===== src/hdl/adds_pkg.sv =====
`default_nettype none
// ----------------------------------------------------------------------------
// adds_pkg: shared types and constants for the dust density smoother
// Controller states, command and status bundles, and the fixed field widths.
// ----------------------------------------------------------------------------
package adds_pkg;

    localparam int W_SAMPLE  = 10;
    localparam int W_MV      = 20;
    localparam int W_SUM_OUT = 13;
    localparam int W_DUST    = 11;
    localparam int W_CENTI   = 18;

    // quotient width, enough for the saturation point
    localparam int W_Q       = 11;
    // fraction bits of the millivolts-per-count scale
    localparam int Q_FRAC    = 16;

    localparam logic [W_MV-1:0]           MV_RESET  = 20'd320000;
    localparam logic [W_Q-1:0]            Q_OFFSET  = 11'd100;
    localparam logic [W_Q-1:0]            Q_SAT     = 11'd1124;
    localparam logic signed [W_DUST-1:0]  DUST_MAX  = 11'sd1023;
    localparam logic signed [W_DUST-1:0]  DUST_OFS  = 11'sd100;
    localparam logic signed [W_CENTI-1:0] K_CUR     = 18'sd5;
    localparam logic signed [W_CENTI-1:0] K_PREV    = 18'sd95;

    typedef enum logic [2:0] {
        ST_IDLE,
        ST_UPDATE,
        ST_MUL,
        ST_SCALE,
        ST_RECIP,
        ST_FIX,
        ST_ADJ,
        ST_FINISH
    } t_state;

    typedef struct packed {
        logic accept;
        logic update;
        logic mul;
        logic scale;
        logic recip;
        logic fix;
        logic adj;
        logic finish;
    } t_cmd;

    typedef struct packed {
        logic out_free;
    } t_sts;

endpackage
`default_nettype wire


===== src/hdl/adds_ctrl.sv =====
`default_nettype none
// ----------------------------------------------------------------------------
// adds_ctrl: sequencer for the dust density smoother
// Steps one sample through ring update, scaling, division and output load.
// ----------------------------------------------------------------------------
module adds_ctrl
    import adds_pkg::*;
(
    input  wire   i_clk,
    input  wire   i_rst_n,
    input  wire   i_in_valid,
    output logic  o_in_stall,
    input  t_sts  i_sts,
    output t_cmd  o_cmd
);

    t_state r_state;
    t_state n_state;

    always_ff @(posedge i_clk) begin
        if (!i_rst_n) begin
            r_state <= ST_IDLE;
        end else begin
            r_state <= n_state;
        end
    end

    always_comb begin
        n_state    = r_state;
        o_cmd      = '0;
        o_in_stall = 1'b1;
        case (r_state)
            ST_IDLE: begin
                o_in_stall = 1'b0;
                if (i_in_valid) begin
                    o_cmd.accept = 1'b1;
                    n_state      = ST_UPDATE;
                end
            end
            ST_UPDATE: begin
                o_cmd.update = 1'b1;
                n_state      = ST_MUL;
            end
            ST_MUL: begin
                o_cmd.mul = 1'b1;
                n_state   = ST_SCALE;
            end
            ST_SCALE: begin
                o_cmd.scale = 1'b1;
                n_state     = ST_RECIP;
            end
            ST_RECIP: begin
                o_cmd.recip = 1'b1;
                n_state     = ST_FIX;
            end
            ST_FIX: begin
                o_cmd.fix = 1'b1;
                n_state   = ST_ADJ;
            end
            ST_ADJ: begin
                o_cmd.adj = 1'b1;
                n_state   = ST_FINISH;
            end
            ST_FINISH: begin
                if (i_sts.out_free) begin
                    o_cmd.finish = 1'b1;
                    n_state      = ST_IDLE;
                end
            end
            default: begin
                n_state = ST_IDLE;
            end
        endcase
    end

endmodule
`default_nettype wire


===== src/hdl/adds_datapath.sv =====
`default_nettype none
// ----------------------------------------------------------------------------
// adds_datapath: sample ring, running sum, scaling and density conversion
// Holds the config register, the ring memory, a reciprocal-multiply divider
// with remainder correction and the output register.
// ----------------------------------------------------------------------------
module adds_datapath
    import adds_pkg::*;
#(
    parameter int WINDOW = 8
) (
    input  wire                        i_clk,
    input  wire                        i_rst_n,
    input  t_cmd                       i_cmd,
    output t_sts                       o_sts,
    input  wire                        i_cfg_valid,
    input  wire  [W_MV-1:0]            i_cfg_data,
    input  wire  [W_SAMPLE-1:0]        i_adc_sample,
    output logic                       o_out_valid,
    input  wire                        i_out_stall,
    output logic [W_SUM_OUT-1:0]       o_window_sum,
    output logic signed [W_DUST-1:0]   o_dust_ug,
    output logic signed [W_CENTI-1:0]  o_smoothed_centi
);

    localparam int PTR_W   = $clog2(WINDOW);
    localparam int SUM_W   = $clog2(WINDOW * 1023 + 1);
    localparam int PROD_W  = SUM_W + W_MV;
    localparam int NUM_W   = PROD_W + 5;
    localparam int XS_W    = NUM_W - Q_FRAC;
    localparam int DIVR    = 100 * WINDOW;
    localparam int SAT_LIM = int'(Q_SAT) * DIVR;
    localparam int LIM_W   = $clog2(SAT_LIM);
    localparam int RECIP   = (1 << LIM_W) / DIVR;
    localparam int RECIP_W = $clog2(RECIP + 1);
    localparam int QP_W    = LIM_W + RECIP_W;

    logic [W_MV-1:0]      r_mv;
    logic [W_SAMPLE-1:0]  r_ring [WINDOW];
    logic [W_SAMPLE-1:0]  r_sample;
    logic [W_SAMPLE-1:0]  r_old;
    logic [PTR_W-1:0]     r_ptr;
    logic                 r_full;
    logic [SUM_W-1:0]     r_sum;
    logic [PROD_W-1:0]    r_prod;
    logic [LIM_W-1:0]     r_x;
    logic                 r_sat;
    logic                 r_sticky;
    logic [W_Q-1:0]       r_q;
    logic [LIM_W-1:0]     r_rem;
    logic                 r_inexact;
    logic signed [W_DUST-1:0] r_prev;

    logic [NUM_W-1:0]         n_num;
    logic                     n_sat;
    logic [SUM_W-1:0]         n_old;
    logic [QP_W-1:0]          n_qprod;
    logic [LIM_W-1:0]         n_qd;
    logic signed [W_DUST-1:0] n_dust;
    logic signed [W_CENTI-1:0] n_centi;
    logic [NUM_W-1:0]         prod_ext;

    always_ff @(posedge i_clk) begin
        if (!i_rst_n) begin
            r_mv <= MV_RESET;
        end else if (i_cfg_valid) begin
            r_mv <= i_cfg_data;
        end
    end

    // ring memory: not reset; until the first wrap the old entry counts as zero in the running sum
    always_ff @(posedge i_clk) begin
        if (i_cmd.accept) begin
            r_old <= r_ring[r_ptr];
        end
        if (i_cmd.update) begin
            r_ring[r_ptr] <= r_sample;
        end
    end

    // floor(17*sum*M / (DIVR*2^16)): drop the Q16 fraction into a sticky bit,
    // then estimate x/DIVR by reciprocal multiply (low by at most one)
    always_comb begin
        n_old    = r_full ? SUM_W'(r_old) : '0;
        prod_ext = NUM_W'(r_prod);
        n_num    = (prod_ext << 4) + prod_ext;
        n_sat    = n_num[NUM_W-1:Q_FRAC] >= XS_W'(SAT_LIM);
        n_qprod  = QP_W'(r_x) * QP_W'(RECIP);
        n_qd     = LIM_W'(r_q) * LIM_W'(DIVR);
    end

    always_ff @(posedge i_clk) begin
        if (!i_rst_n) begin
            r_ptr  <= '0;
            r_full <= 1'b0;
            r_sum  <= '0;
        end else if (i_cmd.update) begin
            r_sum <= r_sum - n_old + SUM_W'(r_sample);
            if (r_ptr == PTR_W'(WINDOW - 1)) begin
                r_ptr  <= '0;
                r_full <= 1'b1;
            end else begin
                r_ptr <= r_ptr + 1'b1;
            end
        end
    end

    always_ff @(posedge i_clk) begin
        if (i_cmd.accept) begin
            r_sample <= i_adc_sample;
        end
        if (i_cmd.mul) begin
            r_prod <= PROD_W'(r_sum) * PROD_W'(r_mv);
        end
        if (i_cmd.scale) begin
            r_x      <= LIM_W'(n_num[NUM_W-1:Q_FRAC]);
            r_sat    <= n_sat;
            r_sticky <= |n_num[Q_FRAC-1:0];
        end
        if (i_cmd.fix) begin
            r_rem <= r_x - n_qd;
        end
        if (i_cmd.recip) begin
            r_q <= W_Q'(n_qprod[QP_W-1:LIM_W]);
        end else if (i_cmd.adj) begin
            if (r_rem >= LIM_W'(DIVR)) begin
                r_q <= r_q + 1'b1;
            end
        end
        if (i_cmd.adj) begin
            r_inexact <= r_sticky || ((r_rem != '0) && (r_rem != LIM_W'(DIVR)));
        end
    end

    // truncate toward zero: below the offset a nonzero remainder rounds up
    always_comb begin
        if (r_sat) begin
            n_dust = DUST_MAX;
        end else if (r_q >= Q_OFFSET) begin
            n_dust = $signed(W_DUST'(r_q - Q_OFFSET));
        end else begin
            n_dust = $signed(W_DUST'(r_q)) - DUST_OFS
                   + (r_inexact ? 11'sd1 : 11'sd0);
        end
        n_centi = W_CENTI'(n_dust) * K_CUR + W_CENTI'(r_prev) * K_PREV;
    end

    always_ff @(posedge i_clk) begin
        if (!i_rst_n) begin
            o_out_valid <= 1'b0;
            r_prev      <= '0;
        end else begin
            if (i_cmd.finish) begin
                o_out_valid <= 1'b1;
                r_prev      <= n_dust;
            end else if (!i_out_stall) begin
                o_out_valid <= 1'b0;
            end
        end
    end

    always_ff @(posedge i_clk) begin
        if (i_cmd.finish) begin
            o_window_sum     <= W_SUM_OUT'(r_sum);
            o_dust_ug        <= n_dust;
            o_smoothed_centi <= n_centi;
        end
    end

    assign o_sts.out_free = !o_out_valid || !i_out_stall;

endmodule
`default_nettype wire


===== src/hdl/adc_dust_density_smoother.sv =====
`default_nettype none
// ----------------------------------------------------------------------------
// adc_dust_density_smoother: windowed ADC average to dust density
// Input channel: i_in_valid / o_in_stall with i_adc_sample; a transaction
// completes on a clock edge with valid high and stall low.
// Output channel: o_out_valid / i_out_stall with o_window_sum, o_dust_ug and
// o_smoothed_centi; the result holds while i_out_stall is high.
// Config channel: i_cfg_valid / o_cfg_ready with i_cfg_data, the Q16
// millivolts-per-count scale; o_cfg_ready is always high. Write only when
// the block is idle.
// Each sample is stepped by the sequencer through ring update, scale multiply,
// Q16 shift, reciprocal multiply, remainder, quotient correction and output
// load, one step per cycle except that output load waits for a free output
// register; a new sample is taken only after output load.
// A finished result waits in the output register while the next sample is
// taken; if it is still stalled when the next result is ready, the
// sequencer holds and o_in_stall stays high.
// Reset (synchronous, active low) clears the window, the running sum and the
// previous density, and restores the scale to 320000.
// ----------------------------------------------------------------------------
module adc_dust_density_smoother
    import adds_pkg::*;
#(
    parameter int WINDOW = 8
) (
    input  wire                        i_clk,
    input  wire                        i_rst_n,
    input  wire                        i_in_valid,
    output logic                       o_in_stall,
    input  wire  [W_SAMPLE-1:0]        i_adc_sample,
    output logic                       o_out_valid,
    input  wire                        i_out_stall,
    output logic [W_SUM_OUT-1:0]       o_window_sum,
    output logic signed [W_DUST-1:0]   o_dust_ug,
    output logic signed [W_CENTI-1:0]  o_smoothed_centi,
    input  wire                        i_cfg_valid,
    output logic                       o_cfg_ready,
    input  wire  [W_MV-1:0]            i_cfg_data
);

    t_cmd cmd;
    t_sts sts;

    assign o_cfg_ready = 1'b1;

    adds_ctrl u_ctrl (
        .i_clk      (i_clk),
        .i_rst_n    (i_rst_n),
        .i_in_valid (i_in_valid),
        .o_in_stall (o_in_stall),
        .i_sts      (sts),
        .o_cmd      (cmd)
    );

    adds_datapath #(
        .WINDOW (WINDOW)
    ) u_datapath (
        .i_clk            (i_clk),
        .i_rst_n          (i_rst_n),
        .i_cmd            (cmd),
        .o_sts            (sts),
        .i_cfg_valid      (i_cfg_valid),
        .i_cfg_data       (i_cfg_data),
        .i_adc_sample     (i_adc_sample),
        .o_out_valid      (o_out_valid),
        .i_out_stall      (i_out_stall),
        .o_window_sum     (o_window_sum),
        .o_dust_ug        (o_dust_ug),
        .o_smoothed_centi (o_smoothed_centi)
    );

endmodule
`default_nettype wire


===== config.mk =====
export PLATFORM = sky130hd
export DESIGN_NAME = adc_dust_density_smoother
export DESIGN_NICKNAME = d
export VERILOG_FILES = /design/src/hdl/adds_pkg.sv /design/src/hdl/adds_ctrl.sv /design/src/hdl/adds_datapath.sv /design/src/hdl/adc_dust_density_smoother.sv
export SDC_FILE = /design/constraint.sdc
export NUM_CORES = 1
export LEC_CHECK = 0
export ABC_AREA = 1
export BUFFER_PORTS_ARGS = -buffer_cell sky130_fd_sc_hd__buf_2
export CORE_ASPECT_RATIO = 0.6
export CORE_MARGIN = 1.5
export CORE_UTILIZATION = 45
export CTS_BUF_LIST = sky130_fd_sc_hd__clkbuf_4
export DETAILED_ROUTE_END_ITERATION = 10
export PLACE_DENSITY_LB_ADDON = 0.3
export SLEW_MARGIN = 20
export SYNTH_ARGS = -nofsm -noshare
export SYNTH_HDL_FRONTEND = slang
export SYNTH_SLANG_ARGS = --single-unit

===== constraint.sdc =====
create_clock -name i_clk -period 20 [get_ports i_clk]
set_input_delay 4 -clock i_clk [delete_from_list [all_inputs] [get_ports i_clk]]
set_output_delay 4 -clock i_clk [all_outputs]
set_load 0.05 [all_outputs]

==> flow_summary_export.csv, run 1 <==
group,metric,value,unit
clock_network,clk_latency,870,ps
sta,setup-tns-final,0,ps
synthesis,synth_mux_area_share,0,%
clock_network,root_buffer,"clkbuf_4",
synthesis,yosysWarnings,0,
floorplanning,rows,73,
clock_network,numClockSinks,281,
synthesis,syn_area_per_cell,8.66,um^2
floorplanning,pin_count,80,
hold_path,hold_class,"flip-flop to flip-flop",
sta,fin_skew,90.3,ps
critical_path,setup.worst_path.class,"flip-flop to flip-flop",
synthesis,synth_compound_area_share,7.48,%
clock_network,ctsResizeCount,0,
routing,wirelength,76500,um
synthesis,syn_inst,3522,
placement,port_buffers,78,
placement,hpwl,60800,um
sta,fin_ws,12020,ps
synthesis,synth-seq-cells,281,
synthesis,synthArstFlopShare,0,%
floorplanning,die_area,0.0694,mm^2
synthesis,synth_edf_count,229,
sta,finalSetupViolCount,0,
cells_and_area,layout.nets,4362,
sta,rsz0062_at_grt,"false",
routing,drt_iter0_drc,1814,
sta,fin_crit_sh,39.9,%
sta,fmax,125,MHz
clock_network,cts_setup_buffers,0,
critical_path,crit_top_cell,"nand2_1",
global_route,grt_pass1_wl,124000,um
clock_network,postCtsHoldBufs,0,
synthesis,synth_xor_area_share,3.39,%
synthesis,synth_area_leaders,"edfxtp_1 (23%), fa_1 (22%), ha_1 (15%)",
synthesis,synth_area_leader_cell,"edfxtp_1",
synthesis,synth_top_family_by_area,"adder cells",
sta,hold_violations,0,
global_route,grt_pass1_vias,22700,
sta,period_minus_slack,7980,ps
critical_path,cp_data_arrival_time,8550,ps
synthesis,synthAdderAreaFrac,36.8,%
synthesis,synth_nets,4253,
critical_path,cp-end-kind,"flip-flop",
clock_network,htreeDepth,3,
routing,vias,23200,
routing,via_per_inst,5.06,
sta,maxSlewHeadroom,26.1,%
floorplanning,initial_core_util,45.8,%
global_route,grt_max_degree,38,
routing,drt.antenna.violating_nets,0,
cells_and_area,multiInputGateArea,0.0193,mm^2
clock_network,clk_pin_slew,110,ps
critical_path,critPathBufInv,4,
synthesis,netlist_top_cells_count,"inv_1 (803), nand2_1 (789), ha_1 (362)",
sta,report.final.slew_viol_count,0,
global_route,antenna_found_initial,1,
clock_network,cts_tree,"built",
floorplanning,die_w,339,um
critical_path,cpMaxStageDelayCell,"o21ai_0",
cells_and_area,regArea,0.00792,mm^2
critical_path,max_stage_delay,560,ps
synthesis,synthDistinctLibCells,51,
global_route,overflow,0,
clock_network,clockBufferDepth,3,
floorplanning,die_h,205,um
placement,gp_congestion,0.955,
cells_and_area,fillCellCount,6386,
routing,drc,0,
critical_path,crit_fanout,7,
placement,dpl_worst_slack,12140,ps
critical_path,crit_family,"adder cells",
synthesis,synth_ff_type,"edfxtp_1",
synthesis,yosysMostFrequentCell,"inv_1",
critical_path,start_kind,"flip-flop",
run,cap_violations,0,
global_route,gr-usage-all-layers,22.8,%
cells_and_area,areaGrowthSynthToFinish,8.14,%
routing,drt_first_pass_iters,6,
synthesis,ys_seq_area_share,26.0,%
synthesis,netlist_area,0.0305,mm^2
synthesis,synth_top_cell_area_share,22.6,%
clock_network,cts-buffers-inserted,74,
cells_and_area,drive_above_1_share,7.34,%
synthesis,synth_simple_gate_area_share,15.5,%
routing,wl_per_cell,16.6,um
outcome,status,"finished clean",
floorplanning,core-area,0.0666,mm^2
critical_path,required,20580,ps
placement,placed_area,0.0320,mm^2
cells_and_area,finalInstanceArea,0.0330,mm^2
sta,max_slew.worst_pin.slew,1100,ps
## worst paths after layout
kind                                                        start                                        end  slack, ps  cells after the start
worst min register to register  u_datapath.r_ring[7][9]$_DFFE_PP_              u_datapath.r_old[9]$_DFFE_PP_        540                      2
worst max register to register        u_datapath.r_q[3]$_DFFE_PP_  u_datapath.o_smoothed_centi[17]$_DFFE_PP_      12020                     33
worst min-delay path            u_datapath.r_ring[7][9]$_DFFE_PP_              u_datapath.r_old[9]$_DFFE_PP_        540                      2
worst max-delay path                  u_datapath.r_q[3]$_DFFE_PP_  u_datapath.o_smoothed_centi[17]$_DFFE_PP_      12020                     33
## final cells by class
| type | count | area share (%) |
|---|---|---|
| Timing Repair Buffer | 101 | 1.71 |
| Sequential cell | 281 | 24.0 |
| Multi-Input combinational cell | 2356 | 58.5 |
| Tap cell | 900 | 3.42 |
| Clock inverter | 27 | 0.581 |
| Inverter | 817 | 9.30 |
| Antenna cell | 1 | 0.00759 |
| Clock buffer | 109 | 2.48 |
## through the flow
stage,utilization [%],hold slack [ps],instances
final,49.5,544,4592
after global routing,49.5,559,4592
after CTS,49.5,547,4591
after detailed placement,48.0,525,4455
after global placement,48.0,533,4455
after floorplan,-,439,3522
## registers in the layout (all words and copies together), names as in the netlist, 11 cells and up
register	cells
u_datapath.o_dust_ug	11
u_datapath.r_x	20
u_datapath.r_prod	33
u_datapath.r_rem	20
u_datapath.o_smoothed_centi	18
u_datapath.r_q	11
u_datapath.r_sum	13
u_datapath.r_mv	20
u_datapath.r_prev	11
u_datapath.r_ring	80
u_datapath.o_window_sum	13
## routing by layer
layer	track usage [%]	share of wire, %
met2	31.0	39
met1	36.1	51
met4	4.85	1.5
met3	5.27	8.9
met5	0	0
## cell families (layout without fill, tap and decap cells)
kind of cell	after synthesis	in the layout
and+or+nand+nor	1151	1151
xor gates and xnor gates	118	118
adders and majority gates	696	696
other	1	2
AOI/OAI and AO/OA	390	390
buffers and inverters	885	1054
DFF	281	281
## cells in the final DEF (no fill, tap or decap), drive strengths merged, types with 4 or more instances in the layout
cell type / n
nor2: 186
nor3: 29
ha: 362
a21o: 11
clkbuf: 109
xnor2: 39
clkinv: 25
buf: 101
o2bb2ai: 14
nand2: 800
a21oi: 163
xor2: 79
o21ai: 109
a31oi: 14
a211oi: 7
o211ai: 12
inv: 815
and2: 5
nand3b: 9
nor4: 6
a221oi: 16
nand3: 91
nand4: 21
a22oi: 4
o21bai: 10
o21a: 9
edfxtp: 229
o22ai: 4
dfxtp: 52
fa: 334
o2111ai: 9
## tightest hold or removal path: cells and delay by family, from the launching register on
| kind | cells | cell delay (ps) |
|---|---|---|
| flops | 1 | 320 |
| simple gates | 1 | 50 |
| compound gates | 1 | 100 |
Power of run 1 is left out: the tool's default activity adds up to more than one toggle a clock period on the data nets, which glitch-free logic cannot reach.
==> run 2: changes to the inputs <==
- ABC_AREA: 1 -> 0
- clock period: 20 -> 7.1 ns (I/O delays scaled with it)
==> run 2 against run 1 <==
Sequential share of layout area is 0.67 points higher. Critical path depth stayed put. Die area is 7.5% lower. Core utilization is 2.7 points higher. Final cell count is 18% lower. The run now ends with negative setup slack left. Largest cell class unchanged. Worst hold slack better by 29 ps. Non-clock buffer count is 120 higher. Fmax is 11% higher. Via count is 16% lower. Wire length is 17% lower.
==> flow_summary_export.csv, run 2 <==
group,metric,value,unit
clock_network,cts_tree,"built",
synthesis,ys_seq_area_share,28.1,%
cells_and_area,largest-register,"u_datapath.r_ring",
sta,rsz0062_at_grt,"true",
critical_path,required,7690,ps
global_route,grt_pass1_wl,104000,um
cells_and_area,regArea,0.00792,mm^2
sta,max_slew.worst_pin.slew,1050,ps
placement,port_buffers,78,
critical_path,setup.worst_path.class,"flip-flop to flip-flop",
synthesis,yosysWarnings,0,
routing,wirelength,63800,um
synthesis,synthArstFlopShare,0,%
synthesis,netlist_area,0.0282,mm^2
pwr,p_leak,14.8,nW
cells_and_area,largest_register_ffs,80,
synthesis,syn_area_per_cell,10.5,um^2
pwr,ir_worst_vdd,0.346,mV
synthesis,synth_ff_type,"edfxtp_1",
floorplanning,initial_core_util,45.9,%
synthesis,synth_nets,3402,
synthesis,synth_top_cell_area_share,24.4,%
global_route,antenna_found_initial,1,
critical_path,crit_top_cell,"fa_1",
sta,maxSlewHeadroom,29.7,%
sta,period_minus_slack,7180,ps
floorplanning,die_h,197,um
sta,fmax,139,MHz
sta,finalSetupViolCount,2,
sta,hold_violations,0,
floorplanning,die_area,0.0642,mm^2
critical_path,cpMaxStageDelayCell,"fa_1",
routing,drt_first_pass_iters,7,
synthesis,synth_edf_count,229,
clock_network,clockBufferDepth,3,
synthesis,synth_area_leaders,"edfxtp_1 (24%), fa_1 (24%), ha_1 (16%)",
floorplanning,die_w,326,um
cells_and_area,reg_top3,"u_datapath.r_ring: 80 flops, u_datapath.r_prod: 33 flops",
routing,drc,0,
clock_network,clk_pin_slew,70,ps
global_route,grt_pass1_vias,20200,
clock_network,root_buffer,"clkbuf_4",
sta,report.final.slew_viol_count,0,
routing,vias,19500,
cells_and_area,final_cell_mix,"inv_1 (463), ha_1 (338), fa_1 (333)",
synthesis,synth_area_leader_cell,"edfxtp_1",
global_route,overflow,0,
placement,hpwl,49200,um
synthesis,netlist_top_cells_count,"inv_1 (476), ha_1 (362), fa_1 (334)",
clock_network,htreeDepth,3,
outcome,violations,"negative setup slack",
routing,drt_iter0_drc,923,
cells_and_area,areaGrowthSynthToFinish,13.9,%
pwr,power.density,390,mW/mm^2
routing,drt.antenna.violating_nets,0,
global_route,grt_max_degree,38,
cells_and_area,stdcell_count,3787,
clock_network,cts-buffers-inserted,76,
hold_path,hold_class,"flip-flop to flip-flop",
floorplanning,rows,70,
sta,fin_skew,77.1,ps
cells_and_area,multiInputGateArea,0.0188,mm^2
placement,gp_congestion,0.887,
floorplanning,pin_count,80,
synthesis,synthDistinctLibCells,72,
outcome,status,"finished, violations left",
critical_path,cp-end-kind,"flip-flop",
cells_and_area,drive_above_1_share,16.4,%
cells_and_area,final_common_cell,"inv_1",
critical_path,crit_fanout,7,
routing,wl_per_cell,16.9,um
cells_and_area,layout.nets,3627,
placement,dpl_worst_slack,-550,ps
cells_and_area,fillCellCount,5388,
run,cap_violations,0,
floorplanning,core-area,0.0614,mm^2
sta,fin_ws,-83.6,ps
sta,fin_crit_sh,101,%
critical_path,start_kind,"flip-flop",
routing,via_per_inst,5.15,
global_route,gr-usage-all-layers,20.4,%
clock_network,numClockSinks,281,
synthesis,synth-seq-cells,281,
clock_network,clk_latency,850,ps
critical_path,max_stage_delay,540,ps
synthesis,yosysMostFrequentCell,"inv_1",
synthesis,syn_inst,2671,
placement,dp.cells,3619,
critical_path,cp_data_arrival_time,7770,ps
==> run 2: worst max-delay path: cells and delay by family (launching register included) <==
kind	cells	cell delay (ps)
simple gates	5	860
xor+xnor	2	250
compound gates	10	1980
flops	1	400
buf+inv	8	780
fa+ha+maj	8	2690
==> run 2: cell type report <==
class                           instances  share of cell area, %
Clock inverter                         29                  0.585
Timing Repair Buffer                  221                   4.66
Tap cell                              828                   3.23
Antenna cell                            1                0.00780
Inverter                              478                   5.59
Multi-Input combinational cell       1838                   58.6
Clock buffer                          111                   2.60
Sequential cell                       281                   24.7
==> run 2: path summary, 6_finish.rpt <==
kind	start	endpoint	slack (ps)	depth (start not counted)
setup / recovery	u_datapath.r_q[3]$_DFFE_PP_	u_datapath.o_smoothed_centi[16]$_DFFE_PP_	-80	33
hold / removal	u_datapath.r_rem[3]$_DFFE_PP_	u_datapath.r_inexact$_DFFE_PP_	570	2
setup reg to reg	u_datapath.r_q[3]$_DFFE_PP_	u_datapath.o_smoothed_centi[16]$_DFFE_PP_	-80	33
hold reg to reg	u_datapath.r_rem[3]$_DFFE_PP_	u_datapath.r_inexact$_DFFE_PP_	570	2
==> run 2: report_power, final <==
part           internal [mW]  total, mW  switching (mW)  leakage (nW)
sequential              2.26       2.58           0.322          2.50
clock                  0.773       1.53           0.761         0.603
combinational           3.69       8.38            4.69          11.7
==> run 2: what timing repair did <==
action	in CTS	in global routing
gates cloned	0	0
resized for setup	42	81
hold buffers	0	0
pin swaps	22	62
hold endpoints to repair	0	0
setup endpoints to repair	6	7
setup buffers	10	20
==> run 2: cells by family (layout without fill, tap and decap cells) <==
logic type      Yosys count  after routing  synth area share, %
compound gates          329            329                 7.46
xor+xnor                126            126                 3.92
fa+ha+maj               696            696                 39.8
buf+inv                 552            839                 7.37
flops                   281            281                 28.1
mux                      55             55                 2.80
other cells               1              2               0.0133
simple gates            631            631                 10.5
==> run 2: metal layers <==
metal / GRT usage, % / vias up / wire, um / share of wire, %
li1: - / 9311 / - / -
met1: 30.7 / 9541 / 31700 / 50
met2: 29.9 / 548 / 26800 / 42
met3: 4.26 / 86 / 4200 / 6.6
met4: 5.13 / 0 / 1160 / 1.8
met5: 0 / - / 0 / 0
==> run 2: through the flow <==
stage / utilization [%] / cell area [um^2] / setup TNS, ps / hold WS, ps / power, mW
2_1_floorplan: - / 28200 / 0 / 455 / 8.60
3_3_place_gp: 49.3 / 30200 / -1180 / 521 / 10.4
3_5_place_dp: 49.3 / 30300 / -1890 / 563 / 10.7
4_1_cts: 51.3 / 31500 / -3.98 / 573 / 12.4
5_1_grt: 52.3 / 32100 / -800 / 614 / 13.9
6_report: 52.3 / 32100 / -133 / 573 / 12.5
No activity file was read; power rests on OpenSTA's default activity.
